--- config.mk ---
export PLATFORM = sky130hd
export DESIGN_NAME = length_prefixed_stream_deframer_unit
export DESIGN_NICKNAME = d
export VERILOG_FILES = /design/src/hdl/lpsd_pkg.sv /design/src/hdl/length_prefixed_stream_deframer_unit.sv
export SDC_FILE = /design/constraint.sdc
export NUM_CORES = 1
export LEC_CHECK = 0
export ABC_AREA = 1
export CAP_MARGIN = 20
export CORE_UTILIZATION = 37
export DETAILED_ROUTE_END_ITERATION = 7
export DONT_BUFFER_PORTS = 1
export PLACE_DENSITY = 0.62
export RECOVER_POWER = 100
export SYNTH_ARGS = -nofsm -noshare
export SYNTH_HDL_FRONTEND = slang
export SYNTH_SLANG_ARGS = --single-unit
--- constraint.sdc ---
create_clock -name clk -period 3.54 [get_ports clk]
set_clock_uncertainty 0.2 [all_clocks]
set_input_delay 0.354 -clock clk [delete_from_list [all_inputs] [get_ports clk]]
set_output_delay 0.354 -clock clk [all_outputs]
set_load 0.01 [all_outputs]
--- src/hdl/lpsd_pkg.sv ---
// lpsd_pkg: shared constants and codes for the length-prefixed stream deframer
// no dependencies; used by length_prefixed_stream_deframer_unit
`timescale 1ns / 1ps

package lpsd_pkg;

  localparam int BUFFER_BYTES = 4096;

  localparam int OP_W   = 2;
  localparam int BYTE_W = 8;
  localparam int KIND_W = 3;
  localparam int LEN_W  = 16;
  localparam int CNT_W  = 16;
  localparam int ADDR_W = 3;
  localparam int APB_W  = 32;

  // sum of a 16-bit length and a header size, and the limit, in one width
  localparam int SUM_W = 18;
  localparam logic [SUM_W-1:0] BUF_LIMIT = SUM_W'(BUFFER_BYTES);

  localparam logic [BYTE_W-1:0] HDR_MAX_SHORT = 8'hfd;
  localparam logic [BYTE_W-1:0] HDR_LONG      = 8'hfe;
  localparam logic [1:0]        HDR_SIZE_SHORT = 2'd1;
  localparam logic [1:0]        HDR_SIZE_LONG  = 2'd3;

  typedef enum logic [OP_W-1:0] {
    OP_BYTE   = 2'd0,
    OP_TICK   = 2'd1,
    OP_REOPEN = 2'd2,
    OP_DROP   = 2'd3
  } op_t;

  typedef enum logic [KIND_W-1:0] {
    KIND_BYTE    = 3'd0,
    KIND_EMPTY   = 3'd1,
    KIND_ERROR   = 3'd2,
    KIND_TIMEOUT = 3'd3,
    KIND_DROP    = 3'd4
  } kind_t;

  typedef struct packed {
    kind_t             kind;
    logic [BYTE_W-1:0] data;
    logic              last;
  } result_t;

  // word index of the idle timeout register
  localparam logic REG_IDLE_TIMEOUT = 1'b0;

endpackage

--- src/hdl/length_prefixed_stream_deframer_unit.sv ---
// length_prefixed_stream_deframer_unit: splits a byte stream into length-prefixed frames
// a result is registered into the output buffer when its input beat is accepted
// throughput: one input beat per cycle; a two-entry output buffer keeps s_tready high
//   while one result waits, so input stalls only when both entries are full
// reset: synchronous rst closes the link, clears counters and the timeout register
// depends on lpsd_pkg
`timescale 1ns / 1ps

module length_prefixed_stream_deframer_unit (
  input  logic                          clk,
  input  logic                          rst,
  // input stream
  input  logic                          s_tvalid,
  output logic                          s_tready,
  input  logic [lpsd_pkg::BYTE_W-1:0]   s_tdata,   // [7:0] rx_byte
  input  logic [lpsd_pkg::OP_W-1:0]     s_tuser,   // [1:0] op
  // result stream
  output logic                          m_tvalid,
  input  logic                          m_tready,
  output logic [lpsd_pkg::BYTE_W-1:0]   m_tdata,   // [7:0] data
  output logic [lpsd_pkg::KIND_W-1:0]   m_tuser,   // [2:0] kind
  output logic                          m_tlast,
  // configuration
  input  logic                          psel,
  input  logic                          penable,
  input  logic                          pwrite,
  input  logic [lpsd_pkg::ADDR_W-1:0]   paddr,
  input  logic [lpsd_pkg::APB_W-1:0]    pwdata,
  output logic [lpsd_pkg::APB_W-1:0]    prdata,
  output logic                          pready
);

  typedef enum logic [2:0] {
    PH_CLOSED  = 3'd0,
    PH_HEADER  = 3'd1,
    PH_LEN_HI  = 3'd2,
    PH_LEN_LO  = 3'd3,
    PH_PAYLOAD = 3'd4
  } phase_t;

  phase_t                        phase, phase_next;
  logic [lpsd_pkg::LEN_W-1:0]    bytes_left, bytes_left_next;
  logic [lpsd_pkg::BYTE_W-1:0]   length_high, length_high_next;
  logic [lpsd_pkg::CNT_W-1:0]    idle_count, idle_count_next;
  logic [lpsd_pkg::CNT_W-1:0]    idle_timeout;

  logic                          out_valid, skid_valid;
  lpsd_pkg::result_t             out_res, skid_res, res;
  logic                          res_valid;

  logic                          accept, take, cfg_wr;
  lpsd_pkg::op_t                 op;
  logic [lpsd_pkg::BYTE_W-1:0]   rx;
  logic [lpsd_pkg::LEN_W-1:0]    len;
  logic [1:0]                    hdr_size;
  logic                          start;
  logic [lpsd_pkg::SUM_W-1:0]    frame_size;
  logic [lpsd_pkg::CNT_W-1:0]    tick_count;

  assign pready   = 1'b1;
  assign cfg_wr   = psel && penable && pwrite && pready && (paddr[2] == lpsd_pkg::REG_IDLE_TIMEOUT);
  assign prdata   = (paddr[2] == lpsd_pkg::REG_IDLE_TIMEOUT)
                    ? lpsd_pkg::APB_W'(idle_timeout) : '0;

  assign s_tready = !skid_valid;
  assign accept   = s_tvalid && s_tready;
  assign take     = m_tvalid && m_tready;
  assign op       = lpsd_pkg::op_t'(s_tuser);
  assign rx       = s_tdata;

  assign m_tvalid = out_valid;
  assign m_tdata  = out_res.data;
  assign m_tuser  = out_res.kind;
  assign m_tlast  = out_res.last;

  assign tick_count = (idle_count == {lpsd_pkg::CNT_W{1'b1}}) ? idle_count
                                                              : idle_count + 1'b1;
  assign frame_size = lpsd_pkg::SUM_W'(len) + lpsd_pkg::SUM_W'(hdr_size);

  // per-beat frame logic
  always_comb begin
    phase_next       = phase;
    bytes_left_next  = bytes_left;
    length_high_next = length_high;
    idle_count_next  = idle_count;
    res_valid        = 1'b0;
    res.kind         = lpsd_pkg::KIND_BYTE;
    res.data         = '0;
    res.last         = 1'b0;
    start            = 1'b0;
    len              = {length_high, rx};
    hdr_size         = lpsd_pkg::HDR_SIZE_LONG;

    if (phase == PH_CLOSED) begin
      if (op == lpsd_pkg::OP_REOPEN) begin
        phase_next       = PH_HEADER;
        bytes_left_next  = '0;
        length_high_next = '0;
        idle_count_next  = '0;
      end
    end else begin
      case (op)
        lpsd_pkg::OP_BYTE: begin
          idle_count_next = '0;
          case (phase)
            PH_HEADER: begin
              if (rx <= lpsd_pkg::HDR_MAX_SHORT) begin
                start    = 1'b1;
                len      = lpsd_pkg::LEN_W'(rx);
                hdr_size = lpsd_pkg::HDR_SIZE_SHORT;
              end else if (rx == lpsd_pkg::HDR_LONG) begin
                phase_next = PH_LEN_HI;
              end else begin
                res_valid = 1'b1;
                res.kind  = lpsd_pkg::KIND_ERROR;
              end
            end
            PH_LEN_HI: begin
              length_high_next = rx;
              phase_next       = PH_LEN_LO;
            end
            PH_LEN_LO: begin
              start = 1'b1;
            end
            PH_PAYLOAD: begin
              res_valid = 1'b1;
              res.kind  = lpsd_pkg::KIND_BYTE;
              res.data  = rx;
              if (bytes_left <= lpsd_pkg::LEN_W'(1)) begin
                res.last        = 1'b1;
                bytes_left_next = '0;
                phase_next      = PH_HEADER;
              end else begin
                bytes_left_next = bytes_left - 1'b1;
              end
            end
            default: begin
              res_valid = 1'b1;
              res.kind  = lpsd_pkg::KIND_ERROR;
            end
          endcase
          if (start) begin
            if (frame_size > lpsd_pkg::BUF_LIMIT) begin
              res_valid = 1'b1;
              res.kind  = lpsd_pkg::KIND_ERROR;
            end else if (len == '0) begin
              res_valid  = 1'b1;
              res.kind   = lpsd_pkg::KIND_EMPTY;
              res.last   = 1'b1;
              phase_next = PH_HEADER;
            end else begin
              bytes_left_next = len;
              phase_next      = PH_PAYLOAD;
            end
          end
        end
        lpsd_pkg::OP_TICK: begin
          idle_count_next = tick_count;
          if (idle_timeout != '0 && tick_count >= idle_timeout) begin
            res_valid = 1'b1;
            res.kind  = lpsd_pkg::KIND_TIMEOUT;
          end
        end
        lpsd_pkg::OP_REOPEN: begin
        end
        lpsd_pkg::OP_DROP: begin
          res_valid = 1'b1;
          res.kind  = lpsd_pkg::KIND_DROP;
        end
        default: begin
        end
      endcase

      // every non-data result closes the link
      if (res_valid && res.kind != lpsd_pkg::KIND_BYTE && res.kind != lpsd_pkg::KIND_EMPTY) begin
        phase_next       = PH_CLOSED;
        bytes_left_next  = '0;
        length_high_next = '0;
        idle_count_next  = '0;
      end
    end
  end

  always_ff @(posedge clk) begin
    if (rst) begin
      phase        <= PH_CLOSED;
      bytes_left   <= '0;
      length_high  <= '0;
      idle_count   <= '0;
      idle_timeout <= '0;
      out_valid    <= 1'b0;
      skid_valid   <= 1'b0;
    end else begin
      if (cfg_wr) begin
        idle_timeout <= pwdata[lpsd_pkg::CNT_W-1:0];
      end
      if (accept) begin
        phase       <= phase_next;
        bytes_left  <= bytes_left_next;
        length_high <= length_high_next;
        idle_count  <= idle_count_next;
      end
      // output buffer: main register plus skid entry
      if (take) begin
        if (skid_valid) begin
          out_res    <= skid_res;
          skid_valid <= 1'b0;
        end else if (!(accept && res_valid)) begin
          out_valid <= 1'b0;
        end
      end
      if (accept && res_valid) begin
        if (!out_valid || take) begin
          out_res   <= res;
          out_valid <= 1'b1;
        end else begin
          skid_res   <= res;
          skid_valid <= 1'b1;
        end
      end
    end
  end

endmodule
==> summary.md, run 1 <==
| Metric | Value |
|---|---|
| Die footprint | 16,000 um^2 |
| Via/cell ratio | between 5 and 6 |
| Hold Violations, Final | 25 |
| Worst min path class | in2reg |
| CTS tree | built |
| Min cycle time layout | around 3700 ps |
| WP data required | ~3400 ps |
| RSZ-0062 raised after global routing | true |
| Synth unique cells | 46 |
| Clock Pin Slew Worst Setup and Hold Paths | around 70 ps |
| Clock buffer count from CTS | 9 |
| Leakage | 3.29 nW |
| Post-Syn Area | 5750 um^2 |
| Post-synth ARST share | 0% |
| Post-DP HPWL | 11,000 um |
| Max_cap viols | 0 |
| WL met3 | 784 um |
| CP arrival | 3600 ps |
| Outcome | finished with violations |
| Relative slew slack | 48.9% |
| Worst Slack Setup Final | -161 ps |
| CTS sink cnt | 85 |
| Finished Cell Area | 7460 um^2 |
| Hold WS | -131 ps |
| Area occupied by multi-input gates | about 3700 um^2 |
| Worst-path maximum fanout | 6 |
| Most numerous cell in the Yosys netlist | nand2_1 |
| Post-Route WL | 16,200 um |
| Synth Area per Inst | 7.01 um^2 |
| Fin nets | roughly 960 |
| Initial Utilization | 37.8% |
| First-pass GRT wire length | 25,800 um |
| PortBufs | 0 |
| First drt pass iteration count | 5 |
| I/O pin count | 99 |
| Tot Pwr | approximately 3.0 mW |
| Final setup fails | 67 |
| Met2 Wirelength | 8210 um |
| Metal1 wirelength | between 6000 and 7000 um |
| Max layer used | met4 |
| Share of layout cells above drive strength 1 | 28.4% |
| Core area | 15,200 um^2 |
| Synth top area cells | dfxtp_1 (21%), edfxtp_1 (13%), nand2_1 (11%), nor2_1 (6.3%), inv_1 (5.9%) |
| Number of global-route vias before repair | 5,293 |
| Peak supply drop | 0.293 mV |
| Die X | 127 um |
| YS warnings | 0 |
| Gr ovfl total | 0 |
| Power Dens Cells | approximately 400 nW/um^2 |
| H-tree depth | 3 |
| DR vias | ~5,500 |
| Share of the synthesized area in the top cell type | 21.3% |
| Worst r2r path cells | 23 |
| Post-synth EDFFs | 24 |
| Reg area | 1950 um^2 |
| CP Launch Type | flop |
| GRT Total Usage | between 20% and 30% |
| Ys flop type | dfxtp_1 |
| CTS Buffer Depth | 2 |
| DP Worst Slack | -373 ps |
| Area growth, synth to finish | 29.8% |
| Tcrit/Tclk final | 105% |
| Worst skew pair latency | 350 ps |
| Die Y | 127 um |
| Initial antenna violation count | 0 |
| Seq/Total Area, Yosys | between 30% and 40% |
| GP Congestion | 0.918 |
| Final Max Tran Viols | 0 |
| Clk root buf | clkbuf_16 |
| Antenna Diode Count | 0 |
| CTS Hold Bufs | 3 |
| WHS Path Cells | 1 |
| Fillers | approximately 1,500 |
| Failing checks | hold timing, setup timing |
| Antenna-violating nets left | 0 |
| Post-route setup TNS | -6650 ps |
| Post-synth top cells | nand2_1 (173), nor2_1 (97), inv_1 (90) |
| Initial drt markers | between 300 and 400 |
| Worst setup EP type | flop |
| Achievable frequency | 0.270 GHz |
| Crit path kind | reg2reg |
| DRC Markers | 0 |
| Largest net degree at the start of global routing | 33 |
| Row cnt | 45 |
| Area leader, netlist | dfxtp_1 |
| Synth Register Bits | 85 |
| Worst-margin pin slew | 766 ps |
| WL/cell | 15.0 um |
| Cell count after synthesis | a little over 800 |
| DP Area | 6320 um^2 |
[what timing repair did]
item / in CTS / in global routing
endpoints found under the hold margin: 28 / 25
endpoints found under the setup margin: 69 / 71
gates resized for setup: 89 / 82
pin swaps: 10 / 16
setup buffers: 13 / 5
gates cloned: 4 / 3
[layout by cell type, fill, tap and decap left out, types with 4 or more instances in the layout]
cell       instances
o21ai_2           13
nand3_4            6
buf_6             12
nand4_1           27
inv_1             84
a21oi_1           34
clkbuf_16         12
buf_12             5
o21ai_0           35
buf_4             61
edfxtp_1          24
nor3_1            14
nand2_1          150
conb_1            17
nand3_2           10
nor2_4            11
o21ai_1           18
xnor2_1            4
dfxtp_1           58
inv_2             14
ha_1              17
xor2_1             8
nor2_2            12
nor2_1            81
mux2i_1           12
nand2_4           16
a21oi_2           23
nand2_2           27
nand3_1           38
[layer usage]
| layer | up-vias | GRT usage [%] |
|---|---|---|
| li1 | 2801 | - |
| met3 | 22 | 4.30 |
| met1 | 2558 | 23.9 |
| met5 | - | 0 |
| met4 | 0 | 6.24 |
| met2 | 131 | 36.8 |
[cell type report]
cell class              instances  share of cell area (%)
multi-input cells             605                    49.8
well taps                     188                    3.15
repair buffers                 87                    11.5
clock buffers                  10                    3.07
clock inverters                 6                    1.14
flip-flops and latches         85                    26.2
inverters                     101                    5.20
[critical path: stages (launching register included)]
cell     delay [ps]
dfxtp_4         370
buf_4           110
nand2_2          50
nor2_4          120
nand3_4         100
nor4_4          210
nand3_2         140
nor2_2          130
nand3_1          90
xor2_1          180
nand2_2         110
ha_4            300
nand2_4          60
nor4_4          170
nand2_1         100
nand3_2         100
nand2_2          80
buf_6           150
nand3_4         100
nand2_4          60
nor2_4          200
buf_6           140
buf_16          110
o21ai_1          50
[kinds of logic (layout without fill, tap and decap cells)]
family,after synthesis,in the layout,share of synthesized area [%]
mux,12,12,2.09
simple gates,408,409,33.4
other cells,2,17,0.131
compound gates,133,133,12.7
xor+xnor,14,14,2.13
buf+inv,146,204,11.3
flops,85,85,33.8
fa+ha+maj,20,20,4.36
[final timing paths]
kind | start | to | slack [ps]
max reg2reg | idle_count[0] | m_tdata[7] | -160
min | rst | idle_count[5] | -130
min reg2reg | bytes_left[13] | bytes_left[13] | 300
max | idle_count[0] | m_tdata[7] | -160
[where the power goes]
group / switching [mW] / internal (mW)
Sequential: 0.0615 / 1.06
Combinational: 0.522 / 0.331
Clock: 0.408 / 0.619
[registers in the layout (all words and copies together) (netlist names)]
| register | flops |
|---|---|
| bytes_left | 16 |
| m_tuser | 3 |
| length_high | 8 |
| phase | 3 |
| idle_count | 16 |
| skid_valid | 1 |
| skid_res | 12 |
| m_tdata | 8 |
| idle_timeout | 16 |
| m_tvalid | 1 |
| m_tlast | 1 |
[per-stage QoR]
step                std cells  utilization, %
floorplan                 835               -
global placement         1042            41.6
detailed placement       1042            41.6
CTS                      1078            47.1
global route             1082            49.0
finish                   1082            49.0
No activity file was read; power rests on OpenSTA's default activity.
==> inputs of run 2 (changes only) <==
Settings changed: SKIP_LAST_GASP set to 1.
==> run 2 against run 1 <==
  * The flow finishes with violations (setup timing)
  * Sequential power about the same
  * Global-route usage rose by 0.055 points
  * Core utilization shrank 0.26 points
  * Wire length up 0.50%
  * Design area shrank 0.54%
  * Via count about the same
  * Final cell count about the same
  * Critical path type unchanged
  * Largest cell class unchanged
==> summary.md, run 2 (same netlist as run 1, synthesis figures left out) <==
| Metric | Value |
|---|---|
| Outcome | finished with violations |
| Failing checks | setup timing |
| CTS Buffer Depth | 2 (unchanged) |
| Fillers | 1,493 (+0.20%) |
| Peak supply drop | 0.287 mV (-2.0%) |
| Final setup fails | 67 (unchanged) |
| DR vias | 5,507 (-0.091%) |
| CTS tree | built |
| Cells after DPL | 1,042 (unchanged) |
| Worst skew pair latency | 350 ps (about the same) |
| Max_cap viols | 0 (unchanged) |
| Worst R2R End | m_tdata[7] |
| Met2 Wirelength | 8230 um (+0.33%) |
| Post-DP HPWL | 11,000 um (unchanged) |
| Min cycle time layout | 3710 ps (+11.0 ps) |
| Worst r2r src | idle_count[0] |
| Die footprint | 16,000 um^2 (unchanged) |
| Hold path start | pwdata[2] |
| Commonest non-fill, non-tap cell in the layout | nand2_1 |
| Largest net degree at the start of global routing | 33 (unchanged) |
| Reg area | 1950 um^2 (unchanged) |
| Power Dens Cells | 405 nW/um^2 (+0.59%) |
| GP Congestion | 0.918 (unchanged) |
| I/O pin count | 99 (unchanged) |
| DRC Markers | 0 (unchanged) |
| CP Launch Type | flop |
| Area growth, synth to finish | 29.1% |
| Initial drt markers | 299 (-10%) |
| Share of layout cells above drive strength 1 | 26.7% (-1.7 points) |
| Initial antenna violation count | 0 (unchanged) |
| RSZ-0062 raised after global routing | true |
| Clock Pin Slew Worst Setup and Hold Paths | 70 ps (about the same) |
| Worst r2r path cells | 23 (unchanged) |
| CTS sink cnt | 85 (unchanged) |
| Die Y | 127 um (unchanged) |
| First-pass GRT wire length | 25,800 um (about the same) |
| Max layer used | met4 |
| WL met3 | 767 um (-2.2%) |
| First drt pass iteration count | 5 (unchanged) |
| Most frequent cells in the layout | nand2_1 (151), inv_1 (87), nor2_1 (84) |
| H-tree depth | 3 (unchanged) |
| Worst min path class | in2reg |
| PortBufs | 0 (unchanged) |
| Relative slew slack | 48.9% (about the same) |
| Clk root buf | clkbuf_16 |
| Fin nets | 962 (+0.10%) |
| Regs by FF count | bytes_left: 16 flops, idle_count: 16 flops, idle_timeout: 16 flops |
| Number of global-route vias before repair | 5,277 (-0.30%) |
| R2R Setup Slk | -170 ps (about the same) |
| Tcrit/Tclk final | 105% (+0.31 points) |
| Worst-path maximum fanout | 6 (unchanged) |
| Antenna Diode Count | 0 (unchanged) |
| Final Max Tran Viols | 0 (unchanged) |
| Core area | 15,200 um^2 (unchanged) |
| Final Non-Filler Cells | 1,083 (+0.092%) |
| Via/cell ratio | 5.08 (-0.18%) |
| Initial Utilization | 37.8% (unchanged) |
| Gr ovfl total | 0 (unchanged) |
| Clock buffer count from CTS | 9 (unchanged) |
| WHS Path Cells | 2 (+1) |
| Die X | 127 um (unchanged) |
| Tot Pwr | 3.00 mW (about the same) |
| CP arrival | 3610 ps (about the same) |
| Worst setup EP type | flop |
| Leakage | 3.28 nW (-0.14%) |
| Hold Path Sink | idle_timeout[2] |
| Post-Route WL | 16,300 um (+0.50%) |
| Metal1 wirelength | 6970 um (+0.74%) |
| Crit path kind | reg2reg |
| Hold Violations, Final | 0 (-100%) |
| Antenna-violating nets left | 0 (unchanged) |
| Worst-margin pin slew | 766 ps (-0.700 ps) |
| WL/cell | 15.0 um (+0.41%) |
| Worst Slack Setup Final | -172 ps (-11.0 ps) |
| WP data required | 3440 ps (about the same) |
| Area occupied by multi-input gates | 3660 um^2 (-1.5%) |
| Achievable frequency | 0.269 GHz (-0.30%) |
| Row cnt | 45 (unchanged) |
| GRT Total Usage | 20.4% (+0.055 points) |
==> run 2: power by group <==
part	leakage [nW]	switching, mW	internal (mW)
clock	0.153	0.408	0.619
sequential	0.742	0.0616	1.06
combinational	2.39	0.523	0.331
total	3.28	0.992	2.01
==> run 2: timing repair <==
action	CTS	global route
buffers inserted	13	5
cloned	4	3
endpoints found under the hold margin	28	0
hold buffers	4	0
pin swaps	10	12
setup endpoints to repair	69	71
resized for setup	83	67
==> run 2: how the worst max path moves through the flow <==
stage                        startpoint              to  cells after the start  slack (ps)
after floorplan           idle_count[0]  idle_count[10]                     21          50
after global placement    idle_count[2]      m_tuser[0]                     21        -320
after detailed placement  idle_count[2]         m_tlast                     21        -370
after CTS                 idle_count[1]         m_tlast                     22        -130
after global routing      idle_count[0]   idle_count[1]                     22        -420
final                     idle_count[0]      m_tdata[7]                     23        -170
==> run 2: per-layer routing <==
metal  global-route usage [%]  up-vias
met1                     24.1     2537
met3                     4.30       22
met2                     36.9      147
met4                     6.09        0
li1                         -     2801
met5                        0        -
==> run 2: cell type report <==
type / instances / share of cell area [%]
multi-input cells: 605 / 49.3
flip-flops and latches: 85 / 26.3
repair buffers: 88 / 11.8
inverters: 101 / 5.23
well taps: 188 / 3.17
clock buffers: 10 / 3.09
clock inverters: 6 / 1.15
==> run 2: through the flow <==
step                      setup WS, ps  utilization [%]  cell area [um^2]  setup TNS [ps]  hold WS, ps
final                             -172             48.8              7420           -7350         5.50
after global routing              -419             48.8              7420          -23940         16.9
after CTS                         -131             47.1              7160           -4300       0.0244
after detailed placement          -373             41.6              6320          -17880          227
after global placement            -319             41.6              6320          -15750          226
after floorplan                   49.6                -              5830               0          253
==> run 2: critical path, cell delays in order (launching register included) <==
cell and delay (ps):
dfxtp_4 370, buf_4 110, nand2_2 50, nor2_4 120, nand3_4 110, nor4_4 210, nand3_2 140, nor2_2 130
nand3_1 90, xor2_1 180, nand2_2 110, ha_4 300, nand2_4 60, nor4_4 170, nand2_1 100, nand3_2 100
nand2_2 80, buf_6 150, nand3_4 90, nand2_4 70, nor2_4 210, buf_6 140, buf_16 110, o21ai_1 50
